[config.mk]
export PLATFORM = sky130hd
export DESIGN_NAME = hue_wheel_to_rgb_dimmer_core
export DESIGN_NICKNAME = d
export VERILOG_FILES = /design/src/rtl/hwrgb_pkg.sv /design/src/rtl/hwrgb_wheel.sv /design/src/rtl/hwrgb_scale.sv /design/src/rtl/hue_wheel_to_rgb_dimmer_core.sv
export SDC_FILE = /design/constraint.sdc
export NUM_CORES = 1
export LEC_CHECK = 0
export BUFFER_PORTS_ARGS = -buffer_cell sky130_fd_sc_hd__clkbuf_2
export CORE_UTILIZATION = 41
export CTS_BUF_LIST = sky130_fd_sc_hd__clkbuf_8
export DETAILED_ROUTE_END_ITERATION = 8
export SYNTH_ARGS = -nofsm -noshare
export SYNTH_HDL_FRONTEND = slang
export SYNTH_SLANG_ARGS = --single-unit
[constraint.sdc]
create_clock -name clock -period 14.4 [get_ports clock]
set_input_delay 2.16 -clock clock [delete_from_list [all_inputs] [get_ports clock]]
set_output_delay 2.16 -clock clock [all_outputs]
set_load 0.03 [all_outputs]
[src/rtl/hwrgb_pkg.sv]
// Shared types and constants for the hue wheel to RGB dimmer.
`default_nettype none

package hwrgb_pkg;

   localparam int unsigned HUE_W      = 8;
   localparam int unsigned LEVEL_W    = 8;
   localparam int unsigned WIDE_W     = 16;
   localparam int unsigned CSR_DATA_W = 8;

   typedef logic [LEVEL_W-1:0] level_type;
   typedef logic [WIDE_W-1:0]  wide_type;

   // One color sample, one level per channel
   typedef struct packed {
      level_type red;
      level_type green;
      level_type blue;
   } rgb_type;

   // The same sample widened for a 16-bit PWM driver
   typedef struct packed {
      wide_type red;
      wide_type green;
      wide_type blue;
   } rgb_wide_type;

   // Register map of the CSR write channel
   typedef enum logic [0:0] {
      CSR_BRIGHTNESS = 1'b0,
      CSR_LED_ON     = 1'b1
   } csr_index_type;

   localparam level_type BRIGHTNESS_RESET = 8'd255;
   localparam logic      LED_ON_RESET     = 1'b1;
   localparam level_type LEVEL_FULL       = 8'd255;
   localparam level_type LEVEL_ZERO       = 8'd0;

   // Last hue of each wheel segment but the final one
   localparam logic [HUE_W-1:0] SEG0_END = 8'd41;
   localparam logic [HUE_W-1:0] SEG1_END = 8'd84;
   localparam logic [HUE_W-1:0] SEG2_END = 8'd126;
   localparam logic [HUE_W-1:0] SEG3_END = 8'd169;
   localparam logic [HUE_W-1:0] SEG4_END = 8'd211;

   // First hue of each wheel segment after the first
   localparam logic [HUE_W-1:0] SEG1_BASE = 8'd42;
   localparam logic [HUE_W-1:0] SEG2_BASE = 8'd85;
   localparam logic [HUE_W-1:0] SEG3_BASE = 8'd127;
   localparam logic [HUE_W-1:0] SEG4_BASE = 8'd170;
   localparam logic [HUE_W-1:0] SEG5_BASE = 8'd212;

   // Ramp division: offset*255/span as (offset*255*RECIP) >> RECIP_SHIFT.
   // RECIP = ceil(2^20/span); the rounding error times the largest
   // numerator stays below 2^20, so the quotient is exact.
   localparam int unsigned OFFSET_W    = 6;
   localparam int unsigned NUMER_W     = 14;
   localparam int unsigned RECIP_W     = 15;
   localparam int unsigned RECIP_SHIFT = 20;
   localparam int unsigned PRODUCT_W   = NUMER_W + RECIP_W;

   localparam logic [RECIP_W-1:0] RECIP_41 = 15'd25576;
   localparam logic [RECIP_W-1:0] RECIP_42 = 15'd24967;
   localparam logic [RECIP_W-1:0] RECIP_43 = 15'd24386;

endpackage

`default_nettype wire

[src/rtl/hwrgb_wheel.sv]
// Six-segment color wheel: hue to unscaled red, green and blue levels.
`default_nettype none

module hwrgb_wheel (
   input  logic [hwrgb_pkg::HUE_W-1:0] hue,
   output hwrgb_pkg::rgb_type           color
);
   import hwrgb_pkg::*;

   typedef enum logic [5:0] {
      SEG_RED_GREEN_UP  = 6'b000001,
      SEG_RED_DOWN      = 6'b000010,
      SEG_BLUE_UP       = 6'b000100,
      SEG_GREEN_DOWN    = 6'b001000,
      SEG_RED_UP        = 6'b010000,
      SEG_BLUE_DOWN     = 6'b100000
   } seg_type;

   seg_type                segment;
   logic [OFFSET_W-1:0]    offset;
   logic [RECIP_W-1:0]     recip;
   logic                   falling;
   logic [NUMER_W-1:0]     numer;
   logic [PRODUCT_W-1:0]   product;
   level_type              quotient;
   level_type              ramp;

   // Pick the segment, the offset into it and the span reciprocal
   always_comb begin
      priority if (hue <= SEG0_END) begin
         segment = SEG_RED_GREEN_UP;
         offset  = hue[OFFSET_W-1:0];
         recip   = RECIP_41;
         falling = 1'b0;
      end else if (hue <= SEG1_END) begin
         segment = SEG_RED_DOWN;
         offset  = OFFSET_W'(hue - SEG1_BASE);
         recip   = RECIP_42;
         falling = 1'b1;
      end else if (hue <= SEG2_END) begin
         segment = SEG_BLUE_UP;
         offset  = OFFSET_W'(hue - SEG2_BASE);
         recip   = RECIP_41;
         falling = 1'b0;
      end else if (hue <= SEG3_END) begin
         segment = SEG_GREEN_DOWN;
         offset  = OFFSET_W'(hue - SEG3_BASE);
         recip   = RECIP_42;
         falling = 1'b1;
      end else if (hue <= SEG4_END) begin
         segment = SEG_RED_UP;
         offset  = OFFSET_W'(hue - SEG4_BASE);
         recip   = RECIP_41;
         falling = 1'b0;
      end else begin
         segment = SEG_BLUE_DOWN;
         offset  = OFFSET_W'(hue - SEG5_BASE);
         recip   = RECIP_43;
         falling = 1'b1;
      end
   end

   // Ramp = offset*255/span, truncated; a falling ramp is 255 minus that
   assign numer    = {offset, 8'h00} - NUMER_W'(offset);
   assign product  = PRODUCT_W'(numer) * PRODUCT_W'(recip);
   assign quotient = product[RECIP_SHIFT +: LEVEL_W];
   assign ramp     = falling ? ~quotient : quotient;

   // Place the ramp and the held channels
   always_comb begin
      unique case (segment)
         SEG_RED_GREEN_UP: begin
            color = '{red: LEVEL_FULL, green: ramp, blue: LEVEL_ZERO};
         end
         SEG_RED_DOWN: begin
            color = '{red: ramp, green: LEVEL_FULL, blue: LEVEL_ZERO};
         end
         SEG_BLUE_UP: begin
            color = '{red: LEVEL_ZERO, green: LEVEL_FULL, blue: ramp};
         end
         SEG_GREEN_DOWN: begin
            color = '{red: LEVEL_ZERO, green: ramp, blue: LEVEL_FULL};
         end
         SEG_RED_UP: begin
            color = '{red: ramp, green: LEVEL_ZERO, blue: LEVEL_FULL};
         end
         SEG_BLUE_DOWN: begin
            color = '{red: LEVEL_FULL, green: LEVEL_ZERO, blue: ramp};
         end
         default: begin
            color = '{red: LEVEL_ZERO, green: LEVEL_ZERO, blue: LEVEL_ZERO};
         end
      endcase
   end

endmodule

`default_nettype wire

[src/rtl/hwrgb_scale.sv]
// Brightness scaling of a color sample and widening to 16 bits.
`default_nettype none

module hwrgb_scale (
   input  hwrgb_pkg::rgb_type   color,
   input  hwrgb_pkg::level_type brightness,
   output hwrgb_pkg::rgb_type   level,
   output hwrgb_pkg::rgb_wide_type wide
);
   import hwrgb_pkg::*;

   // v*b/255, truncated; exact for products up to 65279
   function automatic level_type dim(input level_type v, input level_type b);
      logic [WIDE_W-1:0] p;
      logic [WIDE_W:0]   s;
      p = WIDE_W'(v) * WIDE_W'(b);
      s = (WIDE_W+1)'(p) + (WIDE_W+1)'(p[WIDE_W-1:LEVEL_W]) + (WIDE_W+1)'(1);
      return s[WIDE_W-1:LEVEL_W];
   endfunction

   // Scale each channel
   assign level.red   = dim(color.red, brightness);
   assign level.green = dim(color.green, brightness);
   assign level.blue  = dim(color.blue, brightness);

   // Widen as level*257: the level repeated in both bytes
   assign wide.red   = {level.red, level.red};
   assign wide.green = {level.green, level.green};
   assign wide.blue  = {level.blue, level.blue};

endmodule

`default_nettype wire

[src/rtl/hue_wheel_to_rgb_dimmer_core.sv]
// Top level: hue in, dimmed RGB levels and 16-bit driver values out.
//
//   channel  ports                    direction  contents
//   req      req_valid/req_stall      in         hue
//   rsp      rsp_valid/rsp_stall      out        three levels, three wide values, enable
//   csr      csr_valid/csr_ready      in         register index and write data
//
// One word per cycle while rsp is not stalled; a word passes through the hue
// register, the wheel register and the result register in that order, with
// the ramp multiplier and the brightness multipliers each closing a stage.
// Each stage advances when it is empty or the stage after it advances, so
// a stall on rsp fills the pipe before req_stall rises.
// Reset clears the valid bits and sets brightness to 255 and led_on to 1.
// csr_ready is always high.
`default_nettype none

module hue_wheel_to_rgb_dimmer_core (
   input  logic                                 clock,
   input  logic                                 reset,
   input  logic                                 req_valid,
   output logic                                 req_stall,
   input  logic [hwrgb_pkg::HUE_W-1:0]          req_hue,
   output logic                                 rsp_valid,
   input  logic                                 rsp_stall,
   output hwrgb_pkg::level_type                 rsp_red_level,
   output hwrgb_pkg::level_type                 rsp_green_level,
   output hwrgb_pkg::level_type                 rsp_blue_level,
   output hwrgb_pkg::wide_type                  rsp_red_wide,
   output hwrgb_pkg::wide_type                  rsp_green_wide,
   output hwrgb_pkg::wide_type                  rsp_blue_wide,
   output logic                                 rsp_drive_enable,
   input  logic                                 csr_valid,
   output logic                                 csr_ready,
   input  hwrgb_pkg::csr_index_type             csr_index,
   input  logic [hwrgb_pkg::CSR_DATA_W-1:0]     csr_wdata
);
   import hwrgb_pkg::*;

   level_type         brightness_ff, brightness_in;
   logic              led_on_ff, led_on_in;

   logic              s1_valid_ff, s1_valid_in;
   logic [HUE_W-1:0]  s1_hue_ff;
   logic              s2_valid_ff, s2_valid_in;
   rgb_type           s2_color_ff;
   logic              rsp_valid_ff, rsp_valid_in;
   rgb_type           rsp_level_ff;
   rgb_wide_type      rsp_wide_ff;
   logic              rsp_enable_ff;

   logic              out_open, s2_open, s1_open;
   logic              s1_load, s2_load, out_load;
   rgb_type           wheel_color;
   rgb_type           scaled_level;
   rgb_wide_type      scaled_wide;

   // Register writes
   assign csr_ready = 1'b1;

   always_comb begin
      brightness_in = brightness_ff;
      led_on_in     = led_on_ff;
      if (csr_valid && csr_ready) begin
         unique case (csr_index)
            CSR_BRIGHTNESS: brightness_in = csr_wdata;
            CSR_LED_ON:     led_on_in     = csr_wdata[0];
            default:        brightness_in = brightness_ff;
         endcase
      end
   end

   always_ff @(posedge clock) begin
      if (reset) begin
         brightness_ff <= BRIGHTNESS_RESET;
         led_on_ff     <= LED_ON_RESET;
      end else begin
         brightness_ff <= brightness_in;
         led_on_ff     <= led_on_in;
      end
   end

   // Stage flow: advance into a stage that is empty or draining
   assign out_open  = !rsp_valid_ff || !rsp_stall;
   assign s2_open   = !s2_valid_ff || out_open;
   assign s1_open   = !s1_valid_ff || s2_open;
   assign req_stall = !s1_open;

   assign s1_load  = req_valid && s1_open;
   assign s2_load  = s1_valid_ff && s2_open;
   assign out_load = s2_valid_ff && out_open;

   assign s1_valid_in  = s1_load || (s1_valid_ff && !s2_open);
   assign s2_valid_in  = s2_load || (s2_valid_ff && !out_open);
   assign rsp_valid_in = out_load || (rsp_valid_ff && rsp_stall);

   always_ff @(posedge clock) begin
      if (reset) begin
         s1_valid_ff  <= 1'b0;
         s2_valid_ff  <= 1'b0;
         rsp_valid_ff <= 1'b0;
      end else begin
         s1_valid_ff  <= s1_valid_in;
         s2_valid_ff  <= s2_valid_in;
         rsp_valid_ff <= rsp_valid_in;
      end
   end

   // Wheel stage
   hwrgb_wheel u_wheel (
      .hue   (s1_hue_ff),
      .color (wheel_color)
   );

   // Brightness stage
   hwrgb_scale u_scale (
      .color      (s2_color_ff),
      .brightness (brightness_ff),
      .level      (scaled_level),
      .wide       (scaled_wide)
   );

   // Payload registers: load on advance, hold otherwise
   always_ff @(posedge clock) begin
      if (s1_load) begin
         s1_hue_ff <= req_hue;
      end
      if (s2_load) begin
         s2_color_ff <= wheel_color;
      end
      if (out_load) begin
         rsp_level_ff  <= scaled_level;
         rsp_wide_ff   <= scaled_wide;
         rsp_enable_ff <= led_on_ff;
      end
   end

   assign rsp_valid        = rsp_valid_ff;
   assign rsp_red_level    = rsp_level_ff.red;
   assign rsp_green_level  = rsp_level_ff.green;
   assign rsp_blue_level   = rsp_level_ff.blue;
   assign rsp_red_wide     = rsp_wide_ff.red;
   assign rsp_green_wide   = rsp_wide_ff.green;
   assign rsp_blue_wide    = rsp_wide_ff.blue;
   assign rsp_drive_enable = rsp_enable_ff;

endmodule

`default_nettype wire

==> out/metrics.csv, run 1 <==
stage,metric,value,unit
die,num_rows,72,
route,wire_per_inst,15.4,µm
final_layout,diodes,0,
route,drc_errors,0,
final_layout,n_fill_cell,3792,
sta,finalCritPeriodShare,0.663,
sta,hold_viol,0,
yosys,yosys.area.top_type,fa_1,
clock_tree,cts_setup_buffers,0,
yosys,async_reset_ff_frac,0,
grt,grtUsageMet1,0.241,
worst_setup_path,critical_path_arrival,9.66,ns
route,antenna_left,0,
worst_setup_path,path_delay_family,adder cells,
worst_hold_path,min_path_cells,0,
die,die-area,40300,µm²
worst_setup_path,cp_common_cell,fa_1,
route,vias,11400,
die,die_h,201,µm
placed_design,routabilityCongestion,0.861,
yosys,syn_area_per_cell,9.35,µm²
clock_tree,cts_root_buffer,clkbuf_8,
clock_tree,clkSinkCount,69,
sta,rsz0062_at_grt,false,
clock_tree,clk_pin_slew_worst_paths,0.09,ns
worst_setup_path,cp-end-kind,register,
clock_tree,htree_levels,3,
route,via_per_inst,4.99,
final_layout,area_growth_syn_to_layout,5.52,%
sta,finalSetupViolCount,0,
yosys,yosysSeqAreaShare,0.120,
grt,grt_antenna_before_repair,0,
yosys,syn_inst,1735,
run,drv_cap,0,
worst_setup_path,r2r_cells,35,
route,dr.pass1.iters,5,
worst_setup_path,crit_slowest_cell,edfxtp_1,
grt,track_usage,0.183,
placed_design,portBuffers,96,
worst_setup_path,worstPathRequired,14.51,ns
yosys,netlist_area,16200,µm²
worst_setup_path,start_kind,register,
die,coreArea,38800,µm²
yosys,synthDominantCellAreaShare,0.302,
sta,skew,0.0104,ns
die,die_width,201,µm
die,io_pins,98,
route,drtIter0Drc,519,
worst_setup_path,critical_path_class,register to register,
grt,grt_max_degree,26,
yosys,synth-warning-count,0,
final_layout,final_cell_area,17100,µm²
final_layout,drive_above_1_share,0.0889,
placed_design,dpl_cell_area,16900,µm²
yosys,synthesis.nets,2241,
sta,tightest_slew,1.21,ns
yosys,synth_seq_cells,69,
sta,max_freq,0.105,GHz
clock_tree,cts_buffers,9,
placed_design,place_hpwl,29.8,mm
grt,use_met2,0.319,
run_status,run_status,finished clean,
die,initial_core_util,0.418,
sta,relSlewSlack,0.190,
clock_tree,clock_path_buffers,2,
worst_setup_path,crit_path_max_fanout,14,
worst_setup_path,critPathBufInv,6,
final_layout,num-nets-final,2268,
grt,grt_first_pass_wirelength,59.8,mm
grt,grt_use_met3,0.0201,
yosys,synth-edff-count,57,
worst_setup_path,cp.depth,35,
clock_tree,cts-resized-gates,0,
grt,grt_overflow,0,
worst_setup_path,cpPeakStageDelay,0.62,ns
clock_tree,holdBufCountCts,0,
grt,grt-busiest-layer,met2,
yosys,ys_types,85,
clock_tree,cts_tree,done,
sta,tns,0,ns
grt,grt_pass1_vias,12000,
route,routed_wl,35.2,mm
yosys,synth_area_leaders,"fa_1, ha_1, edfxtp_1",
worst_hold_path,min_path_type,register to register,
yosys,synthFlopType,edfxtp_1,
clock_tree,clock_latency,0.39,ns
sta,finalCriticalPeriod,9.55,ns
sta,slew_violations,0,
==> synthesized netlist by cell type, drive strengths merged, types with 3 or more instances <==
master     n
buf       62
a21o      16
and3b      4
a21oi     52
o22ai      3
a2111oi    4
xnor2     62
o31ai      5
a2bb2oi    3
nand2b     9
o21ai     50
edfxtp    57
nand3     14
a221oi     5
and2     105
nand2    152
nor3       7
o221ai     3
or2        3
xor2      29
clkbuf    27
dfxtp     12
a211oi     4
o21a       9
a211o     11
nor2     106
nor4       4
nand4      8
a31oi      7
ha       239
and3       8
o41ai      3
fa       245
nor2b     15
o21bai    11
inv      344
==> placed cells by master, fill, tap and decap left out, types with 3 or more instances in the layout <==
cell type	netlist	layout
o31ai_1	4	4
nor3_1	7	7
nand2_1	151	151
nand4_1	8	8
a2111oi_0	4	4
edfxtp_1	57	57
and2_1	105	105
a21oi_1	50	50
clkbuf_2	0	96
o21a_1	8	8
nand3_1	14	14
a31oi_1	7	7
a221oi_1	3	3
nor2_1	100	100
a211o_1	11	11
and3_1	8	8
inv_2	3	3
buf_4	50	9
nor4_1	4	4
clkinv_4	0	3
clkbuf_8	0	9
nand2b_1	7	7
xnor2_4	3	3
nor2b_1	15	14
nor2_2	3	3
o41ai_1	3	3
o21ai_0	46	46
fa_1	245	245
a21o_1	16	16
and3b_1	4	4
xor2_1	29	29
inv_1	339	339
o21ai_1	4	4
o21bai_1	10	10
xnor2_1	59	59
a2bb2oi_1	3	3
dfxtp_1	12	12
ha_1	239	239
a211oi_1	4	4
==> worst paths after layout <==
path	startpoint	to	slack [ns]
hold reg to reg	led_on_ff	rsp_drive_enable	0.44
hold / removal	led_on_ff	rsp_drive_enable	0.44
setup / recovery	s1_hue_ff[3]	s2_color_ff[8]	4.85
setup reg to reg	s1_hue_ff[3]	s2_color_ff[8]	4.85
==> registers in the layout, summed over array words and instances (netlist names), 7 cells and up <==
register / cells
brightness_ff: 8
rsp_blue_level: 7
rsp_green_level: 7
rsp_red_level: 7
s1_hue_ff: 8
s2_color_ff: 24
==> cell families (layout without fill, tap and decap cells) <==
group	Yosys count	in the layout	synth area share
buffers and inverters	433	465	0.114
xor gates and xnor gates	91	91	0.0526
muxes	2	2	0.00139
AOI/OAI and AO/OA	210	210	0.0903
other	2	2	0.000463
DFF	69	69	0.120
adders and majority gates	484	484	0.487
and+or+nand+nor	444	444	0.134
==> per-stage QoR <==
stage	hold WS [ns]	utilization	setup WS, ns	instances
finish	0.440	0.441	4.85	2285
global route	0.455	0.441	4.19	2285
CTS	0.442	0.441	4.85	2285
detailed placement	0.414	0.435	4.91	2269
global placement	0.410	0.435	4.96	2269
floorplan	0.402	-	6.18	1735
==> layout make-up <==
type / count / area, µm² / area share
clock buffers: 9 / 124 / 0.00724
clock inverters: 7 / 106 / 0.00622
inverters: 344 / 1300 / 0.0758
multi-input cells: 1233 / 12400 / 0.727
flip-flops and latches: 69 / 1950 / 0.114
well taps: 518 / 648 / 0.0379
repair buffers: 105 / 548 / 0.0320
==> per-layer routing <==
layer	wire length (µm)	part of all wire	vias to the layer above
li1	-	-	5526
met1	16200	0.46	5659
met2	17400	0.49	180
met3	963	0.027	45
met4	598	0.017	0
met5	0	0	-
Power of run 1 is left out: the tool's default activity adds up to more than one toggle a clock period on the data nets, which glitch-free logic cannot reach.
==> run 2: changes to the inputs <==
==> constraint.sdc (replaced) <==
create_clock -name clock -period 8.9 [get_ports clock]
set_input_delay 1.335 -clock clock [delete_from_list [all_inputs] [get_ports clock]]
set_output_delay 1.335 -clock clock [all_outputs]
set_load 0.03 [all_outputs]
==> run 2 against run 1 <==
Effect of this change: non-clock buffer count grew 49; critical path depth is the same; final cell count grew 2.1%; hold slack lost 0.0015 ns; flip-flop and latch count is the same; count of clock-buffer cells in the layout is the same; sequential share of layout area shrank 0.33 points; worst setup slack lost 4.5 ns; critical path type unchanged.
==> out/metrics.csv, run 2 (synthesis gave the netlist of run 1 again) <==
stage,metric,value,unit,change
worst_setup_path,r2r_start,s1_hue_ff[0],,
worst_setup_path,cp_common_cell,fa_1,,
worst_hold_path,min_path_type,register to register,,
route,via_per_inst,4.98,,-0.23%
worst_setup_path,timing.rr.end,s2_color_ff[8],,
grt,grt_antenna_before_repair,0,,unchanged
route,antenna_left,0,,unchanged
sta,finalSetupViolCount,0,,unchanged
grt,grtUsageMet1,0.242,,+0.00139
final_layout,diodes,0,,unchanged
worst_hold_path,worst_hold_startpoint,led_on_ff,,
sta,finalCritPeriodShare,0.955,,+0.292
placed_design,portBuffers,96,,unchanged
sta,hold_viol,0,,unchanged
final_layout,num-nets-final,2317,,+2.2%
clock_tree,cts_tree,done,,
clock_tree,cts_root_buffer,clkbuf_8,,
route,drtIter0Drc,498,,-4.0%
grt,track_usage,0.187,,+0.00427
worst_setup_path,cp-end-kind,register,,
run_status,run_status,finished clean,,
final_layout,reg_top3,"s2_color_ff: 24 flops, brightness_ff: 8 flops, s1_hue_ff: 8 flops",,
worst_setup_path,critical_path_arrival,8.61,ns,-1.05 ns
worst_setup_path,crit_slowest_cell,fa_1,,
final_layout,drive_above_1_share,0.129,,+0.0400
clock_tree,htree_levels,3,,unchanged
sta,skew,0.0148,ns,+0.00439 ns
die,die-area,40300,µm²,unchanged
sta,tightest_slew,1.21,ns,-0.00374 ns
worst_setup_path,start_kind,register,,
die,coreArea,38800,µm²,unchanged
grt,grt-busiest-layer,met2,,
clock_tree,clock_latency,0.38,ns,about the same
sta,relSlewSlack,0.194,,+0.00449
die,die_width,201,µm,unchanged
route,vias,11600,,+1.9%
sta,slew_violations,0,,unchanged
grt,use_met2,0.336,,+0.0164
sta,max_freq,0.118,GHz,+12%
run,drv_cap,0,,unchanged
grt,grt_use_met3,0.0170,,-0.00308
final_layout,final_cell_mix,"inv_1, fa_1, ha_1",,
worst_setup_path,crit_path_max_fanout,7,,-7
die,die_h,201,µm,unchanged
final_layout,top_register,s2_color_ff,,
sta,tns,0,ns,unchanged
route,drc_errors,0,,unchanged
die,num_rows,72,,unchanged
clock_tree,cts_buffers,9,,unchanged
clock_tree,clk_pin_slew_worst_paths,0.09,ns,about the same
worst_hold_path,min_to,rsp_drive_enable,,
worst_setup_path,cpPeakStageDelay,0.53,ns,-0.09 ns
grt,grt_max_degree,26,,unchanged
final_layout,largest_reg_flops,24,,unchanged
final_layout,finish.utilization,0.454,,+0.0130
die,io_pins,98,,unchanged
sta,finalCriticalPeriod,8.50,ns,-1.04 ns
worst_setup_path,worstPathRequired,9.01,ns,-5.50 ns
clock_tree,clock_path_buffers,2,,unchanged
route,routed_wl,36.6,mm,+3.9%
route,dr.pass1.iters,5,,unchanged
die,initial_core_util,0.418,,unchanged
grt,grt_first_pass_wirelength,60.8,mm,+1.8%
placed_design,place_hpwl,30.8,mm,+3.6%
worst_hold_path,min_path_cells,0,,unchanged
clock_tree,holdBufCountCts,0,,unchanged
route,wire_per_inst,15.7,µm,+1.7%
clock_tree,clkSinkCount,69,,unchanged
grt,grt_pass1_vias,12100,,+0.31%
worst_setup_path,critical_path_class,register to register,,
worst_setup_path,ff2ff_setup_slack,0.40,ns,-4.46 ns
final_layout,final_common_cell,inv_1,,
placed_design,routabilityCongestion,0.913,,+6.0%
worst_setup_path,r2r_cells,35,,unchanged
grt,grt_overflow,0,,unchanged
final_layout,area_growth_syn_to_layout,8.63,%,
[run 2: cell count changes in the layout (fill, tap and decap cells not counted), moves of 3 or more]
cell	delta
ha_1	-3
buf_4	+49
inv_2	+3
inv_1	-3
o21ai_1	+4
o21ai_0	-4
nor2_2	+8
nor2_1	-8
[run 2: final cells by class]
class	count	area, µm²
inverter	344	1300
tap	518	648
sequential	69	1950
timing repair buffer	154	916
fill	3754	21200
multi-input combinational	1233	12600
clock inverter	7	106
clock buffer	9	124
[run 2: worst max-delay path by stage]
stage / start / endpoint / slack (ns) / cells after the start
detailed placement: s1_hue_ff[3] / s2_color_ff[8] / 0.07 / 33
CTS: s1_hue_ff[3] / s2_color_ff[8] / 0.01 / 33
global placement: s1_hue_ff[3] / s2_color_ff[8] / 0.15 / 33
finish: s1_hue_ff[0] / s2_color_ff[8] / 0.40 / 35
global route: s1_hue_ff[0] / s2_color_ff[16] / -0.09 / 32
floorplan: s1_hue_ff[2] / s2_color_ff[8] / 0.68 / 34
[run 2: repair_timing]
action                     4_1_cts  5_1_grt
buffers inserted                 0       18
setup endpoints to repair        0       22
gates resized for setup          0       40
[run 2: per-layer routing]
metal / vias to the layer above / routed length, µm
met1: 5816 / 16600
met3: 34 / 976
met2: 158 / 18600
li1: 5620 / -
met5: - / 0
met4: 0 / 489
[run 2: metrics by stage]
step	std cells	hold slack, ns	cell area [µm²]	setup WS [ns]
after detailed placement	2300	0.427	17100	0.0736
final	2334	0.438	17600	0.397
after global placement	2300	0.409	17100	0.149
after CTS	2316	0.449	17300	0.00964
after global routing	2334	0.472	17600	-0.0890
after floorplan	1735	0.402	16200	0.678
[run 2: worst max-delay path, delay by kind of cell (launching register included)]
family                   cells  cell delay (ns)
AO/OA/AOI/OAI               12             2.33
XOR/XNOR                     3             0.66
adder cells (fa/ha/maj)      8             3.43
buffers and inverters        7             0.60
flip-flops                   1             0.39
AND/OR/NAND/NOR              5             0.83
Power of run 2 is left out for the same reason.
